### src/pngu_pkg.sv
`timescale 1ns / 1ps
// Package for the PNG scanline unfilter: sizes, filter and register codes,
// the control word between the position tracker and the datapath, and the Paeth predictor.
// No dependencies.
package pngu_pkg;

	localparam int MAX_ROW_BYTES   = 8192;
	localparam int MAX_PIXEL_BYTES = 8;
	localparam int ADDR_W          = $clog2(MAX_ROW_BYTES);
	localparam int COL_W           = $clog2(MAX_ROW_BYTES + 1);
	localparam int PSEL_W          = (MAX_PIXEL_BYTES > 1) ? $clog2(MAX_PIXEL_BYTES) : 1;
	localparam int PB_W            = 4;
	localparam int RB_W            = 14;
	localparam int RC_W            = 16;
	localparam int CFG_IDX_W       = 2;
	localparam int CFG_DATA_W      = 16;

	typedef enum logic [2:0] {
		FILT_NONE  = 3'd0,
		FILT_SUB   = 3'd1,
		FILT_UP    = 3'd2,
		FILT_AVG   = 3'd3,
		FILT_PAETH = 3'd4,
		FILT_BAD   = 3'd5
	} filt_t;

	typedef enum logic [CFG_IDX_W-1:0] {
		REG_PIXEL_BYTES = 2'd0,
		REG_ROW_BYTES   = 2'd1,
		REG_ROW_COUNT   = 2'd2
	} reg_idx_t;

	// Control word that travels with each byte into the reconstruction stage.
	typedef struct packed {
		logic              is_type;
		logic              bad;
		logic              last;
		logic              prior_ok;
		logic              left_ok;
		filt_t             ftype;
		logic [ADDR_W-1:0] col;
		logic [PSEL_W-1:0] pb_sel;
	} pngu_meta_t;

	function automatic logic [7:0] paeth(input logic [7:0] a, input logic [7:0] b,
			input logic [7:0] c);
		logic signed [10:0] sa, sb, sc, da, db, dc;
		begin
			sa = signed'({3'b000, a});
			sb = signed'({3'b000, b});
			sc = signed'({3'b000, c});
			da = sb - sc;
			db = sa - sc;
			dc = sa + sb - (sc <<< 1);
			if (da < 0) da = -da;
			if (db < 0) db = -db;
			if (dc < 0) dc = -dc;
			if (da <= db && da <= dc) paeth = a;
			else if (db <= dc) paeth = b;
			else paeth = c;
		end
	endfunction

endpackage

### src/pngu_cfg_if.sv
`timescale 1ns / 1ps
// Configuration write channel: register index and write data.
// Depends on pngu_pkg for the field widths.
interface pngu_cfg_if;
	logic                            valid;
	logic                            ready;
	logic [pngu_pkg::CFG_IDX_W-1:0]  index;
	logic [pngu_pkg::CFG_DATA_W-1:0] data;

	modport source (output valid, output index, output data, input ready);
	modport sink (input valid, input index, input data, output ready);
endinterface

### src/pngu_ctrl.sv
`timescale 1ns / 1ps
// Configuration registers and the column/row/filter-type tracker of the unfilter.
// Depends on pngu_pkg and pngu_cfg_if.
module pngu_ctrl (
	input  logic                        clk,
	input  logic                        arst_n,
	pngu_cfg_if.sink                    cfg,
	input  logic                        take,
	input  logic [7:0]                  in_byte,
	output pngu_pkg::pngu_meta_t        meta,
	output logic [pngu_pkg::ADDR_W-1:0] rd_addr
);
	import pngu_pkg::*;

	logic [PB_W-1:0]  pixel_bytes_q;
	logic [RB_W-1:0]  row_bytes_q;
	logic [RC_W-1:0]  row_count_q;
	logic [COL_W-1:0] col_q;
	logic [RC_W-1:0]  row_q;
	filt_t            type_q;

	logic [PB_W-1:0]  pb_eff;
	logic [RB_W-1:0]  rb_eff;
	logic [RC_W-1:0]  rc_eff;
	logic [COL_W-1:0] col_data;
	logic             row_end;
	logic             img_end;
	filt_t            new_type;

	assign cfg.ready = 1'b1;

	always_ff @(posedge clk or negedge arst_n) begin
		if (!arst_n) begin
			pixel_bytes_q <= PB_W'(4);
			row_bytes_q   <= RB_W'(4096);
			row_count_q   <= RC_W'(1);
		end else if (cfg.valid) begin
			unique case (cfg.index)
				REG_PIXEL_BYTES: pixel_bytes_q <= cfg.data[PB_W-1:0];
				REG_ROW_BYTES:   row_bytes_q   <= cfg.data[RB_W-1:0];
				REG_ROW_COUNT:   row_count_q   <= cfg.data[RC_W-1:0];
				default:         ;
			endcase
		end
	end

	always_comb begin
		if (pixel_bytes_q == '0) pb_eff = PB_W'(1);
		else if (pixel_bytes_q > PB_W'(MAX_PIXEL_BYTES)) pb_eff = PB_W'(MAX_PIXEL_BYTES);
		else pb_eff = pixel_bytes_q;

		if (row_bytes_q == '0) rb_eff = RB_W'(1);
		else if (row_bytes_q > RB_W'(MAX_ROW_BYTES)) rb_eff = RB_W'(MAX_ROW_BYTES);
		else rb_eff = row_bytes_q;

		rc_eff   = (row_count_q == '0) ? RC_W'(1) : row_count_q;
		col_data = col_q - COL_W'(1);
		row_end  = col_q >= COL_W'(rb_eff);
		img_end  = ({1'b0, row_q} + 17'd1) >= {1'b0, rc_eff};
		new_type = (in_byte > 8'd4) ? FILT_BAD : filt_t'(in_byte[2:0]);
	end

	always_comb begin
		meta.is_type  = (col_q == '0);
		meta.ftype    = meta.is_type ? new_type : type_q;
		meta.bad      = (meta.ftype == FILT_BAD);
		meta.last     = !meta.is_type && row_end && img_end;
		meta.prior_ok = (row_q != '0);
		meta.left_ok  = COL_W'(col_data) >= COL_W'(pb_eff);
		meta.col      = col_data[ADDR_W-1:0];
		meta.pb_sel   = PSEL_W'(pb_eff - PB_W'(1));
	end

	assign rd_addr = col_data[ADDR_W-1:0];

	always_ff @(posedge clk or negedge arst_n) begin
		if (!arst_n) begin
			col_q  <= '0;
			row_q  <= '0;
			type_q <= FILT_NONE;
		end else if (take) begin
			if (col_q == '0) begin
				type_q <= new_type;
				col_q  <= COL_W'(1);
			end else if (row_end) begin
				col_q <= '0;
				row_q <= img_end ? '0 : row_q + RC_W'(1);
			end else begin
				col_q <= col_q + COL_W'(1);
			end
		end
	end

endmodule

### src/flat_wrapper.sv
// flat-port wrapper written by rule: the top's interface ports become plain ports
module pngu_ctrl_flat import pngu_pkg::*;
  (clk, arst_n, take, in_byte, meta, rd_addr, cfg_valid, cfg_index, cfg_data, cfg_ready);
  pngu_cfg_if cfg_i ();
  input  logic clk;
  input  logic arst_n;
  input  logic take;
  input  logic [7:0] in_byte;
  output pngu_pkg::pngu_meta_t meta;
  output logic [pngu_pkg::ADDR_W-1:0] rd_addr;
  input wire logic [$bits(cfg_i.valid)-1:0] cfg_valid;
  input wire logic [$bits(cfg_i.index)-1:0] cfg_index;
  input wire logic [$bits(cfg_i.data)-1:0] cfg_data;
  output wire logic [$bits(cfg_i.ready)-1:0] cfg_ready;
  assign cfg_i.valid = cfg_valid;
  assign cfg_i.index = cfg_index;
  assign cfg_i.data = cfg_data;
  assign cfg_ready = cfg_i.ready;
  pngu_ctrl u_core (.clk(clk), .arst_n(arst_n), .cfg(cfg_i), .take(take), .in_byte(in_byte), .meta(meta), .rd_addr(rd_addr));
endmodule
### config.mk
export PLATFORM = sky130hd
export DESIGN_NAME = pngu_ctrl_flat
export DESIGN_NICKNAME = d
export VERILOG_FILES = /design/src/pngu_pkg.sv /design/src/pngu_cfg_if.sv /design/src/pngu_ctrl.sv /design/src/flat_wrapper.sv
export SDC_FILE = /design/constraint.sdc
export NUM_CORES = 1
export LEC_CHECK = 0
export BUFFER_PORTS_ARGS = -buffer_cell sky130_fd_sc_hd__buf_2
export CAP_MARGIN = 30
export CORE_MARGIN = 5
export CORE_UTILIZATION = 25
export DETAILED_ROUTE_END_ITERATION = 6
export RECOVER_POWER = 50
export SETUP_SLACK_MARGIN = 0.05
export SYNTH_ARGS = -nofsm -noshare
export SYNTH_HDL_FRONTEND = slang
export SYNTH_SLANG_ARGS = --single-unit
### constraint.sdc
create_clock -name clk -period 4.2 [get_ports clk]
set_input_delay 0.42 -clock clk [delete_from_list [all_inputs] [get_ports clk]]
set_output_delay 0.42 -clock clk [all_outputs]
set_load 0.005 [all_outputs]
; Word-level counts from Yosys, hierarchy flattened
; Cells that the tools add are included.
[word_totals]
output_inout_bits = 38
ff_bits = 67
wordCells = 44
input_bits = 30
[classes]
reduce_logical = 13
n_addsub = 5
bitwise_logic = 1
eq_ne = 3
muxes = 10
n_lt_le_gt_ge = 6
[ops]
columns = cell, count
row1 = 2-to-1 mux 14 bit, 4
row2 = 2-to-1 mux 16 bit, 2
row3 = logical NOT 14 bit, 2
row4 = "adder 16 x 1 -> 17 bit, second input constant", 1
row5 = greater-or-equal comparator 17 x 16 -> 1 bit, 1
row6 = "adder 16 x 1 -> 16 bit, second input constant", 1
row7 = logical NOT 16 bit, 1
row8 = nonzero test 16 bit, 1
row9 = "adder 14 x 1 -> 14 bit, second input constant", 1
row10 = greater-or-equal comparator 14 bit, 1
row11 = greater-or-equal comparator 14 x 4 -> 1 bit, 1
row12 = "greater-than comparator 14 bit, second input constant", 1
row13 = "subtractor 14 x 1 -> 14 bit, second input constant", 1
row14 = "greater-than comparator 8 x 3 -> 1 bit, second input constant", 1
row15 = 2-to-1 mux 4 bit, 2
row16 = 2-to-1 mux 3 bit, 2
row17 = AND reduction 2 bit, 3
row18 = "greater-than comparator 4 bit, second input constant", 1
row19 = logical NOT 4 bit, 1
row20 = "== test 3 bit, second input constant", 1
row21 = AND reduction 3 bit, 1
row22 = "subtractor 3 x 1 -> 3 bit, second input constant", 1
row23 = "== test 2 x 1 -> 1 bit, second input constant", 1
row24 = "== test 2 bit, second input constant", 1
row25 = 4 further kinds, 5

; Depth between registers and ports, before layout
[depth]
ltp_word = 6
ltp_mapped = 15
ltp_nobuf = 13

; Least setup slack after synthesis
; Ideal clock, no wire load.
[synth_path]
path_kind = reg2out
startpoint = reg u_core.row_q[0]
endpoint = out meta[21] (netlist bit)
arrival_time_ns = 2.862
stages_incl_launch_ff = 13
path_buffers = 1
required_ns = 3.780
path_slack_ns = 0.918
path_cell_list = dfrtp_1 -> ha_1 -> nand4_1 -> or3_1 -> nor2_1 -> xor2_1 -> ha_1 -> a21o_1 -> a21o_1 -> a41oi_1 -> o211ai_2 -> clkbuf_1 -> and3_1
[synth_lines]
columns = element, line
row1 = from (decl), pngu_ctrl.sv:19  ; logic [RC_W-1:0] row_q;
row2 = from (signal assigned), pngu_ctrl.sv:87  ; row_q <= img_end ? '0 : row_q + RC_W'(1);
row3 = to (decl), flat_wrapper.sv:9  ; output pngu_pkg::pngu_meta_t meta;

==> out/qor.yml <==
clocking:
  insertion_delay_ns: 0.34
  cts_root_buf: "clkbuf_16"
  clockBufferDepth: 2
  post_cts_resized: 0
  cts.sinks: 67
  cts_buffers: 9
  htree_num_levels: 3
  cts_tree: "built"
  cts.clk_slew.worst_paths_ns: 0.06
  post_cts_buffers: 0
  cts_hold_buf: 0
yosys:
  synthAdderAreaFrac: 0.106
  synth_ff_type: "dfrtp_1"
  yosys.area.top_type_share: 0.338
  yosysWarnings: 0
  synth_top_family_by_area: "simple AND/OR/NAND/NOR gates"
  async_flop_share: 1.00
  syn_nets: 561
  netlist_instances: 491
  synthSimpleGateAreaFrac: 0.190
  syn_area_um2: 4730
  yosys-top-cells-count: "dfrtp_1, nand2_1, ha_1"
  yosysTopAreaCell: "dfrtp_1"
  synth_xor_area_frac: 0.0555
  yosysUniqueCellTypes: 62
  avgSynthCellArea_um2: 9.64
  post-synth-top-count-cell: "dfrtp_1"
  seq_area_frac_synth: 0.355
  ys_ff_latch: 67
  synth.mux.area_fraction: 0.0864
  synth_edf_count: 0
  synthTopCellsByArea: "dfrtp_1, ha_1, mux2_2, xnor2_1, nand2_1"
  synth_compound_area_frac: 0.135
detailed_routing:
  via_per_inst: 4.82
  wl_met2_mm: 5.60
  wl_met1_mm: 5.54
  ant_nets: 0
  maxUsedRoutingLayer: "met4"
  drc_errors: 0
  dr.first_iter.drc_count: 199
  dr_total_vias: 3727
  routedWlPerCell_um: 15.2
  met3_length_um: 431
  finalWirelength_mm: 11.7
  dr.pass1.iters: 5
sta:
  tightest_slew_ns: 2.12
  finalCritPeriodShare: 0.878
  worst_slack_ns: 0.510
  max_freq_ghz: 0.271
  max_slew_margin: -0.411
  finClkSkew_ns: 0.00680
  rsz0062_at_grt: "false"
  setup_viol: 0
  final.min_clock_period_ns: 3.69
  fin_tns_setup_ns: 0
  finalHoldViolCount: 0
  final-max-slew-violation-count: 70
place:
  hpwl_mm: 8.77
  place_area_um2: 5150
  routabilityCongestion: 0.807
  io_buffers: 66
  dp_slack_ns: 0.861
grt:
  grt.total_usage: 0.110
  first_global_vias: 3633
  overflow: 0
  grt_pass1_wl_mm: 19.2
  antenna_found_initial: 0
  grt_max_degree: 40
floorplanning:
  start_util: 0.254
  fp-row-count: 50
  io_pins: 68
  die_area_um2: 21800
  core_area_um2: 18600
  die_w_um: 148
  dieHeight_um: 148
worst_hold_path:
  hold_class: "in -> reg"
job:
  cap_violations: 2
power:
  totalPowerFinal_mw: 2.95
  p_per_area_nw_per_um2: 541
  leakage_nw: 2.63
  ir_drop_mv: 0.307
setup_path:
  crit_arrival_ns: 3.27
  cp-end-kind: "output port"
  path_max_fanout: 7
  cp.required_ns: 3.78
  critPathKind: "reg -> out"
  start_kind: "register"
layout:
  nNetsFinal: 604
  diodes: 0
  area_growth_pct: 15.1
  fin_area_um2: 5450
  drive_above_1_share: 0.247
outcome:
  violations: "max-capacitance violations, max-slew violations"
  status: "finished, violations left"
## layout by cell type, fill, tap and decap left out, types with 4 or more instances in the layout
master / synthesis / layout
nand2_1: 42 / 42
o31ai_1: 4 / 4
a22o_1: 11 / 11
nand3_1: 17 / 17
dfrtp_1: 64 / 64
o21ai_0: 12 / 12
nand2b_1: 7 / 7
nand4_1: 9 / 9
nor4_1: 13 / 13
inv_1: 30 / 30
nor3_1: 14 / 14
o21bai_1: 6 / 6
nor2_1: 27 / 27
ha_1: 40 / 40
xnor2_1: 19 / 19
o311ai_0: 5 / 5
o21a_1: 5 / 5
mux2_2: 35 / 35
clkbuf_16: 0 / 9
clkbuf_1: 11 / 4
and3_1: 9 / 9
nor3b_1: 4 / 4
xor2_1: 11 / 11
a21oi_1: 11 / 11
a21o_1: 7 / 7
buf_2: 9 / 63
## metal layers
metal,up-vias,global-route usage
met5,-,0
met2,74,0.182
met3,11,0.0221
li1,1847,-
met1,1795,0.145
met4,0,0.0368
## critical path: stages (launching register included)
cell      delay [ns]
dfrtp_1         0.43
ha_1            0.31
nand4_1         0.17
or3_1           0.42
nor2_1          0.18
xor2_1          0.17
ha_1            0.26
a21o_1          0.16
a21o_1          0.16
a41oi_1         0.19
o211ai_2        0.14
and3_1          0.21
buf_2           0.13
## final cells by class
type	count	area (um^2)
sequential	67	1680
fill	1979	13200
clock buffer	10	239
clock inverter	6	65.1
tap	234	293
multi-input combinational	356	2710
inverter	31	116
timing repair buffer	69	345
## state kept, by name, indices dropped and copies added, names as in the netlist
name                  flops
u_core.row_count_q       16
u_core.pixel_bytes_q      4
u_core.row_bytes_q       14
u_core.type_q             3
u_core.col_q             14
u_core.row_q             16
## path summary, 6_finish.rpt
path | from | endpoint | slack (ns) | depth (start not counted)
worst max-delay path | u_core.row_q[1] | meta[21] | 0.51 | 12
worst min-delay path | cfg_data[14] | u_core.row_count_q[14] | 0.32 | 2
worst max register to register | u_core.row_q[1] | u_core.row_q[0] | 0.83 | 13
worst min register to register | u_core.type_q[0] | u_core.type_q[0] | 0.51 | 1
max in group asynchronous | arst_n | u_core.row_count_q[10] | 0.96 | 2
min in group asynchronous | arst_n | u_core.col_q[6] | 0.52 | 1
## kinds of logic (layout without fill, tap and decap cells)
kind of cell	after synthesis	after routing
AND/OR/NAND/NOR	165	165
AO/OA/AOI/OAI	84	84
buffers and inverters	68	116
flip-flops	67	67
adder cells (fa/ha/maj)	40	40
multiplexers	36	36
XOR/XNOR	30	30
other	1	1
## through the flow
stage | util | instances | hold slack (ns)
finish | 0.292 | 773 | 0.320
global route | 0.292 | 773 | 0.305
CTS | 0.293 | 773 | 0.150
detailed placement | 0.276 | 757 | 0.499
global placement | 0.276 | 757 | 0.491
floorplan | - | 491 | 0.124
## power by group
part           switching, mW  internal [mW]
clock network          0.306          0.476
logic                  0.642          0.577
registers              0.175          0.772
total                   1.12           1.82
Note: power is estimated with default switching activity, not from simulation.
